[src/rtl/core/rrj_pkg.sv]
`timescale 1ns / 1ps
`default_nettype none
package rrj_pkg;

  typedef logic signed [31:0] s32_t;
  typedef logic signed [63:0] s64_t;

  localparam int FRAC_BITS_DEF = 16;
  localparam int QBITS = 30;
  // products of two Q2.30 terms that are doubled on the way
  localparam int QX2_SH = QBITS - 1;
  localparam int DIV_LANES = 5;
  localparam int FQ_DEPTH = 4;
  localparam int CFG_IDX_W = 3;

  localparam s32_t S32_MAX = 32'sh7FFFFFFF;
  localparam s32_t S32_MIN = 32'sh80000000;
  localparam s64_t ONE_Q30 = 64'sd1073741824;

  localparam logic [CFG_IDX_W-1:0] CFG_QX = 3'd0;
  localparam logic [CFG_IDX_W-1:0] CFG_QY = 3'd1;
  localparam logic [CFG_IDX_W-1:0] CFG_QZ = 3'd2;
  localparam logic [CFG_IDX_W-1:0] CFG_QW = 3'd3;
  localparam logic [CFG_IDX_W-1:0] CFG_PX = 3'd4;
  localparam logic [CFG_IDX_W-1:0] CFG_PY = 3'd5;
  localparam logic [CFG_IDX_W-1:0] CFG_PZ = 3'd6;

  typedef struct packed {
    s32_t qx;
    s32_t qy;
    s32_t qz;
    s32_t qw;
    s32_t px;
    s32_t py;
    s32_t pz;
  } pose_t;

  typedef struct packed {
    s32_t obs_u;
    s32_t obs_v;
    s32_t w00;
    s32_t w01;
    s32_t w11;
    s32_t lx;
    s32_t ly;
    s32_t lz;
  } raw_t;

  typedef struct packed {
    s32_t obs_u;
    s32_t obs_v;
    s32_t w00;
    s32_t w01;
    s32_t w11;
    s32_t [2:0] d;
  } item_t;

  typedef struct packed {
    s32_t res;
    s32_t [2:0] jq;
    s32_t jw;
    s32_t [2:0] jp;
  } row_t;

  typedef struct packed {
    row_t [1:0] row;
    logic zero;
  } res_t;

  function automatic s32_t sat32(input s64_t x);
    if (x > 64'(S32_MAX)) return S32_MAX;
    if (x < 64'(S32_MIN)) return S32_MIN;
    return x[31:0];
  endfunction

  // round to nearest, ties toward +inf
  function automatic s64_t rnd_sh(input s64_t p, input int s);
    s64_t y;
    y = p + (s64_t'(1) <<< (s - 1));
    return y >>> s;
  endfunction

  function automatic s64_t mul_rnd(input s32_t a, input s32_t b, input int s);
    s64_t p;
    p = 64'(a) * 64'(b);
    return rnd_sh(p, s);
  endfunction

endpackage
`default_nettype wire

[src/rtl/core/rrj_front.sv]
`timescale 1ns / 1ps
`default_nettype none
module rrj_front (
  input  logic           clk,
  input  logic           rst_n,
  input  rrj_pkg::pose_t pose,
  input  logic           push,
  output logic           full,
  input  rrj_pkg::raw_t  raw,
  output logic           fq_valid,
  output rrj_pkg::item_t fq_data,
  input  logic           fq_pop
);
  import rrj_pkg::*;

  localparam int PW = $clog2(FQ_DEPTH);

  raw_t            st_r;
  logic            st_v_r;
  item_t           fq_mem_r [FQ_DEPTH];
  logic [PW-1:0]   wr_ptr_r;
  logic [PW-1:0]   rd_ptr_r;
  logic [PW:0]     cnt_r;
  logic            fq_full;
  logic            accept;
  logic            move;
  item_t           it;

  assign fq_full  = (cnt_r == (PW+1)'(FQ_DEPTH));
  assign full     = st_v_r && fq_full;
  assign accept   = push && !full;
  assign move     = st_v_r && !fq_full;
  assign fq_valid = (cnt_r != '0);
  assign fq_data  = fq_mem_r[rd_ptr_r];

  always_comb begin
    it.obs_u = st_r.obs_u;
    it.obs_v = st_r.obs_v;
    it.w00   = st_r.w00;
    it.w01   = st_r.w01;
    it.w11   = st_r.w11;
    it.d[0]  = sat32(64'(st_r.lx) - 64'(pose.px));
    it.d[1]  = sat32(64'(st_r.ly) - 64'(pose.py));
    it.d[2]  = sat32(64'(st_r.lz) - 64'(pose.pz));
  end

  always_ff @(posedge clk) begin
    if (!rst_n) begin
      st_v_r   <= 1'b0;
      wr_ptr_r <= '0;
      rd_ptr_r <= '0;
      cnt_r    <= '0;
    end else begin
      if (accept) begin
        st_v_r <= 1'b1;
      end else if (move) begin
        st_v_r <= 1'b0;
      end
      if (move) begin
        wr_ptr_r <= wr_ptr_r + 1'b1;
      end
      if (fq_pop) begin
        rd_ptr_r <= rd_ptr_r + 1'b1;
      end
      if (move && !fq_pop) begin
        cnt_r <= cnt_r + 1'b1;
      end else if (!move && fq_pop) begin
        cnt_r <= cnt_r - 1'b1;
      end
    end
  end

  always_ff @(posedge clk) begin
    if (accept) begin
      st_r <= raw;
    end
    if (move) begin
      fq_mem_r[wr_ptr_r] <= it;
    end
  end

endmodule
`default_nettype wire

[config.mk]
export PLATFORM = sky130hd
export DESIGN_NAME = rrj_front
export DESIGN_NICKNAME = d
export VERILOG_FILES = /design/src/rtl/core/rrj_pkg.sv /design/src/rtl/core/rrj_front.sv
export SDC_FILE = /design/constraint.sdc
export NUM_CORES = 1
export LEC_CHECK = 0
export ABC_CLOCK_PERIOD_IN_PS = 16149
export BUFFER_PORTS_ARGS = -buffer_cell sky130_fd_sc_hd__buf_2
export CAP_MARGIN = 20
export CORE_ASPECT_RATIO = 1.25
export CORE_UTILIZATION = 45
export CTS_BUF_LIST = sky130_fd_sc_hd__clkbuf_4 sky130_fd_sc_hd__clkbuf_8
export DETAILED_ROUTE_END_ITERATION = 12
export HOLD_SLACK_MARGIN = 0.05
export PLACE_DENSITY_LB_ADDON = 0.25
export SETUP_SLACK_MARGIN = 0.4
export SLEW_MARGIN = 25
export SYNTH_ARGS = -nofsm -noshare
export SYNTH_HDL_FRONTEND = slang
export SYNTH_SLANG_ARGS = --single-unit
[constraint.sdc]
create_clock -name clk -period 16.15 [get_ports clk]
set_clock_uncertainty 0.1 [all_clocks]
set_input_delay 3.23 -clock clk [delete_from_list [all_inputs] [get_ports clk]]
set_output_delay 3.23 -clock clk [all_outputs]
set_load 0.01 [all_outputs]
==> metrics.md <==
| Metric | Value |
|---|---|
| Die height | 377.9 um |
| Dpl cells | 4581 |
| Worst Path Required | 12.82 ns |
| Synth area leader | edfxtp_1 |
| Core area | 111800 um^2 |
| Fin. Hold Viols | 0 |
| Final Cycle Share | 50.34% |
| Total track usage | 19.57% |
| H-tree levels | 4 |
| Share of cells above drive strength 1 | 35.15% |
| Drt drc | 0 |
| Netlist cell types | 70 |
| Area growth syn-to-layout | 17.16% |
| Final Max Tran Viols | 0 |
| Worst path slowest cell | buf_4 |
| Post-synth EDFFs | 1280 |
| Max Clk Rate | 123.0 MHz |
| Leading cell type by number of instances after synthesis | edfxtp_1 |
| Routed len/inst | 22.75 um |
| Share of synthesized cell area in and, or, nand and nor gates | 2.260% |
| CP peak stage delay | 0.81 ns |
| Drt initial violations | 1655 |
| CTS tree | built |
| Placed Area | 55700 um^2 |
| Largest net degree at the start of global routing | 138 |
| Post-cts sizing count | 0 |
| Status | finished, final reports clean |
| Clock Path Buffers | 3 |
| TritonRoute pass-1 iters | 5 |
| CTS buffer count | 192 |
| Final WL | 112700 um |
| Initial Util | 45.52% |
| Top_reg_cell synth | edfxtp_1 |
| Critical path class | flop to output pin |
| Nets | 3906 |
| Port bufs | 613 |
| Top Ports | 742 |
| DP Worst Slack | 8.404 ns |
| Post-Synthesis Cells | 2564 |
| Site row count | 137 |
| Post-synthesis xor/xnor area fraction | 1.412% |
| Hold Path Cell Cnt | 0 |
| Routability cong. | 0.8889 |
| Fin cells | 4957 |
| Ranking of synthesized cells by area | edfxtp_1 76%, mux4_2 11%, ha_1 2.5% |
| Top cells by count, synth | 1280 x edfxtp_1, 256 x mux4_2, 134 x inv_1 |
| Fillers | 8887 |
| Hold-fix buffers at CTS | 0 |
| Synthesized area | 50880 um^2 |
| Post-DRT Antenna Nets | 0 |
| Setup Buffers After CTS | 0 |
| Vias in the first global route | 27999 |
| Worst setup slack after layout | 8.021 ns |
| P_leak | 0.02103 uW |
| Post-synth ARST share | 0% |
| Post-synthesis compound-gate area fraction | 4.503% |
| Worst-margin pin slew | 1.115 ns |
| Adder-cell area share of the yosys netlist | 2.799% |
| RSZ-0062 raised after global routing | false |
| Slew margin rel. | 25.65% |
| Syn. warnings | 0 |
| Clock Sinks | 1290 |
| Syn Nets | 3153 |
| Setup Viol. Count Final | 0 |
| R2R cell count | 6 |
| Most used cell along the critical path | buf_4 |
| Initial antenna violation count | 23 |
| Cell Chain, Critical Path | buf_4 -> buf_4 -> buf_4 -> mux4_2 -> buf_2 |
| Setup TNS | 0 ns |
| Yosys top cell area share | 75.55% |
| Later-pin clock latency in the skew report | 0.89 ns |
| Post-route cell area | 59600 um^2 |
| Chip Width | 302.7 um |
| Gr ovfl total | 0 |
| CP Launch Type | flop |
| Syn_area_per_cell | 19.84 um^2 |
| Post-synthesis register bit count | 1290 |
| DP HPWL | 73220 um |
| Maximum VDD drop | 0.00008012 V |
| Final min period | 8.129 ns |
| Via Count | 26671 |
| Hold_ws | 0.3687 ns |
| Vias per cell | 5.380 |
| Global-route wire length before repair | 167000 um |
| Die ar. | 114400 um^2 |
| Worst EP arrival | 4.80 ns |
| CP Capture Type | output pin |
| Mux contribution to synthesized area | 11.41% |
| HP Class | flop to flop |
| Crit-path max FO | 41 |
| Max Cap Viol | 0 |
| Sequential fraction of the synthesis area | 75.94% |
| Clk pin slew, worst setup/hold paths | 0.06 ns |
| CTS Root Buffer Type | clkbuf_8 |
| Power per standard cell area | 127.7 nW/um^2 |
| Largest family of logic cells by synthesized area | multiplexers |
-- state kept, by name, summed over array words and instances, names as in the netlist, named ones only --
register  count
wr_ptr_r      2
st_v_r        1
it          160
cnt_r         3
st_r         96
fq_mem_r   1024
rd_ptr_r      2
-- final timing paths --
path | slack [ns] | end | start
max | 8.02 | fq_data[77] | flop
min | 0.37 | fq_mem_r[0][101]$_DFFE_PP_ | it[101]$_DFFE_PP_
max reg2reg | 11.22 | fq_mem_r[2][74]$_DFFE_PP_ | cnt_r[0]$_SDFFE_PN0P_
min reg2reg | 0.37 | fq_mem_r[0][101]$_DFFE_PP_ | it[101]$_DFFE_PP_
-- metrics by stage --
step	util [%]	total power, uW
final	53.33	7609
after global routing	53.31	7929
after CTS	53.28	7713
after detailed placement	49.84	5083
after global placement	49.84	5050
after floorplan	-	4723
-- power breakdown --
group,internal (uW),switching [uW]
Sequential,3950,64.6
Combinational,390,591
Clock,1370,1240
-- worst max-delay path, delay by kind of cell, from the launching register on --
| family | cells | cell delay, ns |
|---|---|---|
| flip-flops | 1 | 0.79 |
| multiplexers | 1 | 0.65 |
| buffers and inverters | 4 | 2.40 |
-- routing by layer --
metal	wire length, um	up-vias	global-route usage [%]
met5	99	-	0
met4	3186	16	8.078
met3	8784	193	5.921
met2	56820	923	32.19
met1	43860	13592	24.00
li1	-	11947	-
-- cell usage in the layout (no fill, tap or decap), types with 11 or more instances in the layout --
| master | instances |
|---|---|
| nand3_1 | 12 |
| xor2_1 | 36 |
| a31oi_1 | 12 |
| ha_1 | 101 |
| o21bai_1 | 12 |
| buf_2 | 613 |
| nand2b_1 | 15 |
| nand2_1 | 65 |
| xnor2_1 | 46 |
| clkbuf_4 | 59 |
| clkinv_1 | 60 |
| nor2_1 | 61 |
| nor2b_1 | 13 |
| buf_4 | 28 |
| and3_1 | 11 |
| a21oi_1 | 121 |
| clkbuf_8 | 194 |
| o21a_1 | 12 |
| edfxtp_1 | 1280 |
| a21o_1 | 41 |
| mux4_2 | 256 |
| inv_1 | 134 |
| diode_2 | 16 |
| o21ai_0 | 84 |
| nor3_1 | 16 |
| clkinv_2 | 24 |
-- layout make-up --
cell class,count,area (um^2),share of cell area (%)
clock inverter,106,729.5,1.224
multi-input combinational,1055,11410,19.14
timing repair buffer,644,3338,5.601
sequential,1290,38640,64.83
antenna,16,40.04,0.06717
clock buffer,253,3113,5.223
tap,1459,1826,3.063
inverter,134,503.0,0.8439
-- cell families (layout without fill, tap and decap cells) --
group           Yosys count  after routing
flops                  1290           1290
compound gates          364            364
mux                     260            260
simple gates            236            236
buf+inv                 219           1137
fa+ha+maj               113            113
xor+xnor                 82             82
other cells               0             16
Power figures use the tool's default switching activity.
