==> config.mk <==
export PLATFORM = sky130hd
export DESIGN_NAME = rrj_out
export DESIGN_NICKNAME = d
export VERILOG_FILES = /design/src/rtl/core/rrj_pkg.sv /design/src/rtl/core/rrj_out.sv
export SDC_FILE = /design/constraint.sdc
export NUM_CORES = 1
export LEC_CHECK = 0
export BUFFER_PORTS_ARGS = -buffer_cell sky130_fd_sc_hd__buf_2
export CAP_MARGIN = 20
export CORE_AREA = 2 2 305 307
export DETAILED_ROUTE_END_ITERATION = 8
export DIE_AREA = 0 0 307 309
export GPL_TIMING_DRIVEN = 0
export PLACE_DENSITY = 0.43
export RECOVER_POWER = 100
export SYNTH_ARGS = -nofsm -noshare
export SYNTH_HDL_FRONTEND = slang
export SYNTH_SLANG_ARGS = --single-unit
==> constraint.sdc <==
create_clock -name clk -period 38.1 [get_ports clk]
set_input_delay 3.81 -clock clk [delete_from_list [all_inputs] [get_ports clk]]
set_output_delay 3.81 -clock clk [all_outputs]
set_load 0.005 [all_outputs]
==> src/rtl/core/rrj_pkg.sv <==
`timescale 1ns / 1ps
`default_nettype none
package rrj_pkg;

  typedef logic signed [31:0] s32_t;
  typedef logic signed [63:0] s64_t;

  localparam int FRAC_BITS_DEF = 16;
  localparam int QBITS = 30;
  // products of two Q2.30 terms that are doubled on the way
  localparam int QX2_SH = QBITS - 1;
  localparam int DIV_LANES = 5;
  localparam int FQ_DEPTH = 4;
  localparam int CFG_IDX_W = 3;

  localparam s32_t S32_MAX = 32'sh7FFFFFFF;
  localparam s32_t S32_MIN = 32'sh80000000;
  localparam s64_t ONE_Q30 = 64'sd1073741824;

  localparam logic [CFG_IDX_W-1:0] CFG_QX = 3'd0;
  localparam logic [CFG_IDX_W-1:0] CFG_QY = 3'd1;
  localparam logic [CFG_IDX_W-1:0] CFG_QZ = 3'd2;
  localparam logic [CFG_IDX_W-1:0] CFG_QW = 3'd3;
  localparam logic [CFG_IDX_W-1:0] CFG_PX = 3'd4;
  localparam logic [CFG_IDX_W-1:0] CFG_PY = 3'd5;
  localparam logic [CFG_IDX_W-1:0] CFG_PZ = 3'd6;

  typedef struct packed {
    s32_t qx;
    s32_t qy;
    s32_t qz;
    s32_t qw;
    s32_t px;
    s32_t py;
    s32_t pz;
  } pose_t;

  typedef struct packed {
    s32_t obs_u;
    s32_t obs_v;
    s32_t w00;
    s32_t w01;
    s32_t w11;
    s32_t lx;
    s32_t ly;
    s32_t lz;
  } raw_t;

  typedef struct packed {
    s32_t obs_u;
    s32_t obs_v;
    s32_t w00;
    s32_t w01;
    s32_t w11;
    s32_t [2:0] d;
  } item_t;

  typedef struct packed {
    s32_t res;
    s32_t [2:0] jq;
    s32_t jw;
    s32_t [2:0] jp;
  } row_t;

  typedef struct packed {
    row_t [1:0] row;
    logic zero;
  } res_t;

  function automatic s32_t sat32(input s64_t x);
    if (x > 64'(S32_MAX)) return S32_MAX;
    if (x < 64'(S32_MIN)) return S32_MIN;
    return x[31:0];
  endfunction

  // round to nearest, ties toward +inf
  function automatic s64_t rnd_sh(input s64_t p, input int s);
    s64_t y;
    y = p + (s64_t'(1) <<< (s - 1));
    return y >>> s;
  endfunction

  function automatic s64_t mul_rnd(input s32_t a, input s32_t b, input int s);
    s64_t p;
    p = 64'(a) * 64'(b);
    return rnd_sh(p, s);
  endfunction

endpackage
`default_nettype wire

==> src/rtl/core/rrj_out.sv <==
`timescale 1ns / 1ps
`default_nettype none
module rrj_out (
  input  logic          clk,
  input  logic          rst_n,
  input  logic          res_valid,
  input  rrj_pkg::res_t res_data,
  output logic          res_take,
  output logic          empty,
  input  logic          pop,
  output rrj_pkg::row_t row,
  output logic          last_row,
  output logic          zero
);
  import rrj_pkg::*;

  logic v_r;
  logic row_r;
  res_t data_r;

  // take the next observation as its second row leaves
  assign res_take = !v_r || (pop && row_r);
  assign empty    = !v_r;
  assign row      = row_r ? data_r.row[1] : data_r.row[0];
  assign last_row = row_r;
  assign zero     = data_r.zero;

  always_ff @(posedge clk) begin
    if (!rst_n) begin
      v_r   <= 1'b0;
      row_r <= 1'b0;
    end else if (res_take) begin
      v_r   <= res_valid;
      row_r <= 1'b0;
    end else if (pop) begin
      row_r <= 1'b1;
    end
  end

  always_ff @(posedge clk) begin
    if (res_take && res_valid) begin
      data_r <= res_data;
    end
  end

endmodule
`default_nettype wire

==> flow_summary.json, run 1 <==
{
  "status": "complete, but fails checks",
  "violations": "capacitance limit, slew limit",
  "synth_top_cell_by_area": "edfxtp_1",
  "antenna_found_initial": 23,
  "grt_max_degree": 38,
  "rsz0062_at_grt": "false",
  "total_power_mw": 1.34,
  "start_kind": "input pin",
  "dieArea_um2": 94900,
  "clkTransAtPathRegs_ns": 0.06,
  "drt-total-wl_um": 57200,
  "fin_nets": 2177,
  "layout-area-overhead-vs-synth_pct": 33.0,
  "maxSlewViolCount": 501,
  "dieWidth_um": 307,
  "path_max_fanout": 34,
  "syn_inst": 807,
  "worstMarginPinSlew_ns": 1.98,
  "grt_usage_pct": 11.3,
  "cts_buffers": 59,
  "dr.pass1.iters": 4,
  "whs_ns": 0.516,
  "synth_top_cell_area_share_pct": 79.2,
  "hold_violations": 0,
  "p_leak_nw": 9.87,
  "ys_ff_latch": 515,
  "cp_cell_sequence": "clkbuf_1, a21boi_0, nor2b_1, clkbuf_1, clkbuf_1, clkbuf_1, clkbuf_1, clkbuf_1",
  "cts_hold_buf": 0,
  "drc": 0,
  "tns_ns": 0,
  "final.min_clock_period_ns": 11.81,
  "drt-initial-drc-count": 561,
  "crit_type": "in2reg",
  "yosysSeqAreaShare_pct": 79.4,
  "cts_sinks": 515,
  "cap_violations": 15,
  "post_cts_buffers": 0,
  "cts_resized": 0,
  "core_area_um2": 91400,
  "htree_levels": 2,
  "peakVddDrop_mv": 0.0317,
  "vias": 10808,
  "die_h_um": 309,
  "grt_pass1_wl_um": 77800,
  "setup_viol": 0,
  "port_buffers": 776,
  "arrival_ns": 12.04,
  "max_freq_mhz": 84.7,
  "hpwl_um": 44100,
  "finClkSkew_ns": 0.0117,
  "timing.final.crit_share_pct": 31.0,
  "crit_required_ns": 38.33,
  "grt_remaining_overflow": 0,
  "io_pins": 777,
  "endpoint_kind": "flop",
  "synthTopCellsByArea": "edfxtp_1 79%, mux2_4 16%, mux2_2 3.2%",
  "grt_pass1_vias": 11607,
  "rows": 111,
  "clk_latency_ns": 0.63,
  "routed_via_density": 3.73,
  "cts_tree": "built",
  "clock_path_buffers": 3,
  "cts_root_buf": "clkbuf_16",
  "crit_path_frequent_cell": "clkbuf_1",
  "yosysUniqueCellTypes": 13,
  "slew_headroom_pct": -32.2,
  "postRouteAntennaNets": 0,
  "power_density_nw_per_um2": 51.7,
  "critical_path.slowest_cell": "nor2b_1",
  "post_drt_wl_per_cell_um": 19.7,
  "fillers": 9391,
  "synth.avg_cell_area_um2": 24.1,
  "ys_warn_count": 0,
  "synth_nets": 1324,
  "cp_slowest_stage_delay_ns": 1.53,
  "synth.cell_area_um2": 19400,
  "min_path_type": "reg2reg",
  "start_util_pct": 21.3,
  "place_congestion": 0.760,
  "drive_above_1_share_pct": 51.2
}
cell usage in the layout, fill, tap and decap left out, types with 7 or more instances in the layout:
cell type and n:
buf_2 721, bufinv_16 7, clkbuf_1 114, clkbuf_16 61, clkinv_1 13, clkinv_2 7
edfxtp_1 513, mux2_1 184, mux2_2 49, mux2_4 23
path summary, 6_finish.rpt:
kind         startpoint          end  slack [ns]  cells past startpoint
max                 pop  data_r[386]       26.29                      8
min                 v_r     last_row        0.52                      1
max reg2reg    last_row  data_r[386]       28.28                      9
min reg2reg         v_r     last_row        0.52                      1
worst max-delay path: cells and delay by family:
family / cells / cell delay [ns]
AO/OA/AOI/OAI: 1 / 0.17
buffers and inverters: 6 / 6.44
AND/OR/NAND/NOR: 1 / 1.53
kinds of logic after synthesis:
logic type	share of synthesized area [%]
DFF	79.4
xor gates and xnor gates	0.0451
buffers and inverters	1.66
AOI/OAI and AO/OA	0.0773
muxes	18.7
and+or+nand+nor	0.0644
final cells by class:
class	instances	area (um^2)	share of cell area, %
sequential	515	15400	59.7
timing repair buffer	792	3870	15.0
multi-input combinational	261	3010	11.6
clock buffer	75	1580	6.11
tap	1186	1480	5.74
clock inverter	32	334	1.29
buffer	29	109	0.421
antenna	6	15.0	0.0581
inverter	2	7.51	0.0290
cell usage after synthesis (all sizes together):
| master | count |
|---|---|
| and3 | 1 |
| nor2b | 1 |
| dfxtp | 2 |
| xor2 | 1 |
| a21boi | 1 |
| o21a | 1 |
| edfxtp | 513 |
| mux2 | 256 |
| buf | 29 |
| inv | 2 |
metal layers:
layer | up-vias | GRT usage [%] | part of all wire, %
met2 | 503 | 20.5 | 51
met1 | 5214 | 11.5 | 35
met4 | 26 | 4.28 | 2.9
met5 | - | 0 | 0.28
li1 | 4952 | - | -
met3 | 113 | 4.99 | 10
power by group:
| part | leakage [nW] | switching (mW) | total, mW | internal, mW |
|---|---|---|---|---|
| Combinational | 4.04 | 0.0513 | 0.0978 | 0.0465 |
| Sequential | 4.91 | 0.00752 | 0.673 | 0.665 |
| Clock | 0.924 | 0.228 | 0.565 | 0.338 |
sequential cells by signal, indices dropped and copies added, names as in the netlist:
register  count
data_r      512
last_row      1
v_r           1
zero          1
through the flow:
| stage | instances | cell area [um^2] | util, % | setup WS [ns] |
|---|---|---|---|---|
| finish | 2898 | 25900 | 28.3 | 26.29 |
| global placement | 2769 | 24800 | 27.1 | 1.28 |
| floorplan | 807 | 19400 | - | 10.32 |
| CTS | 2892 | 27100 | 29.6 | 29.64 |
| global route | 2894 | 25800 | 28.3 | 25.06 |
| detailed placement | 2785 | 25200 | 27.5 | 29.64 |
No activity file was read; power rests on OpenSTA's default activity.
==> inputs of run 2 (changes only) <==
- clock period: 38.1 -> 11.7 ns (I/O delays scaled with it)
==> run 2 against run 1 <==
Net effect: the flow still finishes with violations (capacitance limit, slew limit); critical path depth is 2 higher; cell count hardly changed; die area stayed put; power grew to 3.1 times the previous value; flip-flop and latch count stayed put; combinational power grew to 3.3 times the previous value; register-to-register slack worse by 23 ns; worst hold slack worse by 0.0083 ns; via count is 0.97% lower; cell area hardly changed; core utilization hardly changed; highest routed layer unchanged.
==> flow_summary.json, run 2 (synthesized netlist as in run 1, its figures left out) <==
{
  "place_congestion": 0.772,
  "r2r_end": "data_r[121]",
  "total_power_mw": 4.17,
  "cts_buffers": 58,
  "finClkSkew_ns": 0.0164,
  "timing.final.crit_share_pct": 55.2,
  "final_common_cell": "buf_2",
  "wl_met3_um": 5120,
  "multi_input_area_um2": 3010,
  "core_area_um2": 91400,
  "status": "complete, but fails checks",
  "largest_reg_flops": 512,
  "post_cts_buffers": 0,
  "vias": 10703,
  "r2r_setup_slack_ns": 5.24,
  "startpoint": "last_row",
  "crit_path_frequent_cell": "clkbuf_1",
  "start_kind": "flop",
  "maxSlewViolCount": 145,
  "cts_resized": 0,
  "final.min_clock_period_ns": 6.46,
  "cp_cell_sequence": "clkbuf_1, clkbuf_1, a21boi_0, nor2b_1, clkbuf_1, clkbuf_1, buf_16, buf_12, buf_12, buf_12",
  "ff2ff_path_depth": 10,
  "reg2reg_from": "last_row",
  "power_density_nw_per_um2": 161,
  "met1_length_um": 19200,
  "p_leak_nw": 9.86,
  "die_h_um": 309,
  "cap_violations": 5,
  "grt_pass1_vias": 11844,
  "violations": "capacitance limit, slew limit",
  "worstMarginPinSlew_ns": 1.84,
  "grt_remaining_overflow": 0,
  "crit_required_ns": 12.00,
  "register_area_um2": 15400,
  "met2WireLength_um": 29800,
  "path_max_fanout": 33,
  "peakVddDrop_mv": 0.110,
  "post_drt_wl_per_cell_um": 19.2,
  "io_pins": 777,
  "drt-initial-drc-count": 457,
  "hpwl_um": 42700,
  "dieArea_um2": 94900,
  "hold_violations": 0,
  "crit_end": "data_r[121]",
  "min_path_type": "reg2reg",
  "dieWidth_um": 307,
  "endpoint_kind": "flop",
  "cp_slowest_stage_delay_ns": 1.40,
  "grt_pass1_wl_um": 76400,
  "dr.pass1.iters": 4,
  "grt_max_degree": 39,
  "grt_usage_pct": 11.0,
  "max_freq_mhz": 155,
  "largest_register": "data_r",
  "fin_nets": 2177,
  "whs_ns": 0.508,
  "routed_via_density": 3.69,
  "crit_type": "reg2reg",
  "start_util_pct": 21.3,
  "postRouteAntennaNets": 0,
  "setup_viol": 0,
  "port_buffers": 776,
  "top_layer_used": "met5",
  "cts_hold_buf": 0,
  "critical_path.slowest_cell": "clkbuf_1",
  "cts_sinks": 515,
  "clkTransAtPathRegs_ns": 0.06,
  "antenna_found_initial": 19,
  "fillers": 9400,
  "rsz0062_at_grt": "false",
  "drt-total-wl_um": 55600,
  "layout-area-overhead-vs-synth_pct": 32.9,
  "cts_root_buf": "clkbuf_16",
  "htree_levels": 2,
  "most-common-layout-cells": "716 x buf_2, 513 x edfxtp_1, 185 x mux2_1",
  "clk_latency_ns": 0.62,
  "drc": 0,
  "drive_above_1_share_pct": 51.1,
  "slew_headroom_pct": -22.6,
  "rows": 111,
  "cts_tree": "built",
  "clock_path_buffers": 3,
  "arrival_ns": 6.76
}
run 2: cell types whose count changed in the layout (fill, tap and decap cells not counted), moves of 5 or more:
cell       delta
buf_2         -5
buf_12       +10
bufinv_16     -6
clkbuf_1      -6
run 2: routing by layer:
layer	track usage, %	vias up
met5	0	-
met4	3.48	12
met3	4.41	87
met2	20.9	451
met1	10.8	5197
li1	-	4956
run 2: metrics by stage:
stage / setup TNS, ns / setup WS (ns) / std cells / area, um^2 / util, %
2_1_floorplan: 0 / 2.27 / 807 / 19400 / -
3_3_place_gp: -395.39 / -0.857 / 2769 / 24800 / 27.2
3_5_place_dp: 0 / 7.83 / 2786 / 25200 / 27.5
4_1_cts: 0 / 8.01 / 2892 / 26900 / 29.4
5_1_grt: 0 / 4.53 / 2896 / 25800 / 28.3
6_report: 0 / 5.24 / 2900 / 25800 / 28.3
run 2: worst min-delay path by stage:
stage / start / endpoint / cells past startpoint
after floorplan: v_r / last_row / 1
after global placement: v_r / last_row / 1
after detailed placement: v_r / last_row / 1
after CTS: v_r / last_row / 1
after global routing: v_r / last_row / 1
final: v_r / last_row / 1
run 2: layout make-up:
cell class	instances	area share, %
Clock inverter	32	0.736
Sequential cell	515	59.8
Multi-Input combinational cell	261	11.6
Buffer	29	0.421
Tap cell	1186	5.74
Timing Repair Buffer	793	15.7
Clock buffer	74	5.85
Antenna cell	8	0.0775
Inverter	2	0.0291
run 2: report_power, final:
| part | total [mW] | internal, mW | switching (mW) |
|---|---|---|---|
| Combinational | 0.326 | 0.161 | 0.165 |
| Sequential | 2.19 | 2.16 | 0.0251 |
| Clock | 1.66 | 0.928 | 0.729 |
| Total | 4.17 | 3.25 | 0.919 |
run 2: critical path, delay by kind of cell, from the launching register on:
kind                   cells  cell delay, ns
buffers and inverters      8            4.42
and+or+nand+nor            1            0.92
DFF                        1            0.42
AOI/OAI and AO/OA          1            0.28
==> inputs of run 3 (changes only) <==
- clock period: 11.7 -> 6.45 ns (I/O delays scaled with it)
==> run 3 against run 2 <==
Net effect: global-route usage is 0.19 points higher; via count is 0.68% higher; highest routed layer unchanged; critical path type unchanged; the run still ends with capacitance limit, slew limit left; worst hold slack worse by 0.32 ns.
==> flow_summary.json, run 3 (synthesized netlist as in run 1, its figures left out) <==
{
  "endpoint_kind": "flop",
  "clkTransAtPathRegs_ns": 0.07,
  "final_common_cell": "buf_2",
  "postRouteAntennaNets": 0,
  "cap_violations": 1,
  "rows": 111,
  "maxSlewViolCount": 31,
  "routed_via_density": 3.71,
  "violations": "capacitance limit, slew limit",
  "timing.final.crit_share_pct": 70.8,
  "vias": 10776,
  "cts_hold_buf": 0,
  "max_freq_mhz": 219,
  "largest_reg_flops": 512,
  "total_power_mw": 7.74,
  "drt-initial-drc-count": 498,
  "arrival_ns": 4.87,
  "dieWidth_um": 307,
  "place_congestion": 0.759,
  "htree_levels": 2,
  "fin_nets": 2177,
  "post-place-ws_ns": 2.67,
  "min_path_type": "in2reg",
  "grt_pass1_wl_um": 77200,
  "drt-total-wl_um": 55900,
  "power_density_nw_per_um2": 297,
  "drive_above_1_share_pct": 52.2,
  "tns_ns": 0,
  "post_drt_wl_per_cell_um": 19.2,
  "grt_remaining_overflow": 0,
  "hpwl_um": 43200,
  "cts_tree": "built",
  "io_pins": 777,
  "layout-area-overhead-vs-synth_pct": 34.0,
  "clock_path_buffers": 3,
  "rsz0062_at_grt": "false",
  "crit_required_ns": 6.75,
  "slew_headroom_pct": -23.4,
  "finClkSkew_ns": 0.0133,
  "port_buffers": 776,
  "dieArea_um2": 94900,
  "core_area_um2": 91400,
  "path_max_fanout": 37,
  "grt_max_degree": 38,
  "start_kind": "flop",
  "hold_violations": 0,
  "most-common-layout-cells": "725 x buf_2, 513 x edfxtp_1, 181 x mux2_1",
  "post_cts_buffers": 0,
  "crit_type": "reg2reg",
  "clk_latency_ns": 0.63,
  "final.min_clock_period_ns": 4.57,
  "peakVddDrop_mv": 0.193,
  "dr.pass1.iters": 4,
  "status": "complete, but fails checks",
  "cts_sinks": 515,
  "grt_pass1_vias": 11815,
  "grt_usage_pct": 11.2,
  "cts_buffers": 58,
  "largest_register": "data_r",
  "p_leak_nw": 9.99,
  "die_h_um": 309,
  "antenna_found_initial": 23,
  "setup_ws_ns": 1.88,
  "cts_root_buf": "clkbuf_16",
  "start_util_pct": 21.3,
  "setup_viol": 0,
  "worstMarginPinSlew_ns": 1.85,
  "drc": 0,
  "cts_resized": 0
}
## run 3: cell types whose count changed in the layout (fill, tap and decap cells not counted), moves of 2 or more
| cell | before | now |
|---|---|---|
| clkbuf_16 | 58 | 61 |
| buf_2 | 716 | 725 |
| inv_6 | 2 | 0 |
| mux2_1 | 185 | 181 |
| clkbuf_1 | 108 | 95 |
| buf_16 | 1 | 4 |
| buf_1 | 3 | 1 |
| clkinv_1 | 16 | 20 |
| mux2_2 | 47 | 50 |
| bufinv_16 | 1 | 3 |
| diode_2 | 8 | 10 |
## run 3: through the flow
stage          instance area [um^2]  cells  util (%)  hold WS [ns]
6_report                      26100   2906      28.5         0.189
5_1_grt                       26100   2906      28.5         0.130
4_1_cts                       27000   2896      29.6         0.116
3_5_place_dp                  25200   2786      27.6         0.495
3_3_place_gp                  24800   2769      27.2         0.489
2_1_floorplan                 19500    807         -         0.468
## run 3: path summary, 6_finish.rpt
path	startpoint	to	slack, ns	cells past startpoint
worst min register to register	v_r	last_row	0.50	1
worst min-delay path	res_data[482]	data_r[482]	0.19	1
worst max-delay path	last_row	data_r[378]	1.88	6
worst max register to register	last_row	data_r[378]	1.88	6
## run 3: cell type report
class / instances / area (um^2)
fillers: 9391 / 65300
flip-flops and latches: 515 / 15400
repair buffers: 793 / 4160
multi-input cells: 261 / 3020
clock buffers: 75 / 1580
well taps: 1186 / 1480
clock inverters: 35 / 231
plain buffers: 29 / 109
diodes: 10 / 25.0
inverters: 2 / 7.51
## run 3: power breakdown
group / internal, mW / leakage [nW] / total [mW] / switching (mW)
clock: 1.83 / 0.891 / 3.18 / 1.34
sequential: 3.92 / 4.91 / 3.96 / 0.0454
combinational: 0.303 / 4.19 / 0.605 / 0.302
total: 6.05 / 9.99 / 7.74 / 1.69
## run 3: critical path, stage by stage, from the launching register on
cell and delay (ns):
dfxtp_1 0.33, clkbuf_1 0.31, clkbuf_1 0.64, a21boi_0 0.39, nor2b_4 0.79, clkbuf_1 1.39, buf_12 0.33
## run 3: routing by layer
layer | track usage (%) | part of all wire (%) | vias up
met2 | 20.7 | 53 | 476
met3 | 4.56 | 9.2 | 103
met4 | 4.56 | 2.8 | 24
met1 | 11.0 | 35 | 5211
met5 | 0 | 0.27 | -
li1 | - | - | 4962
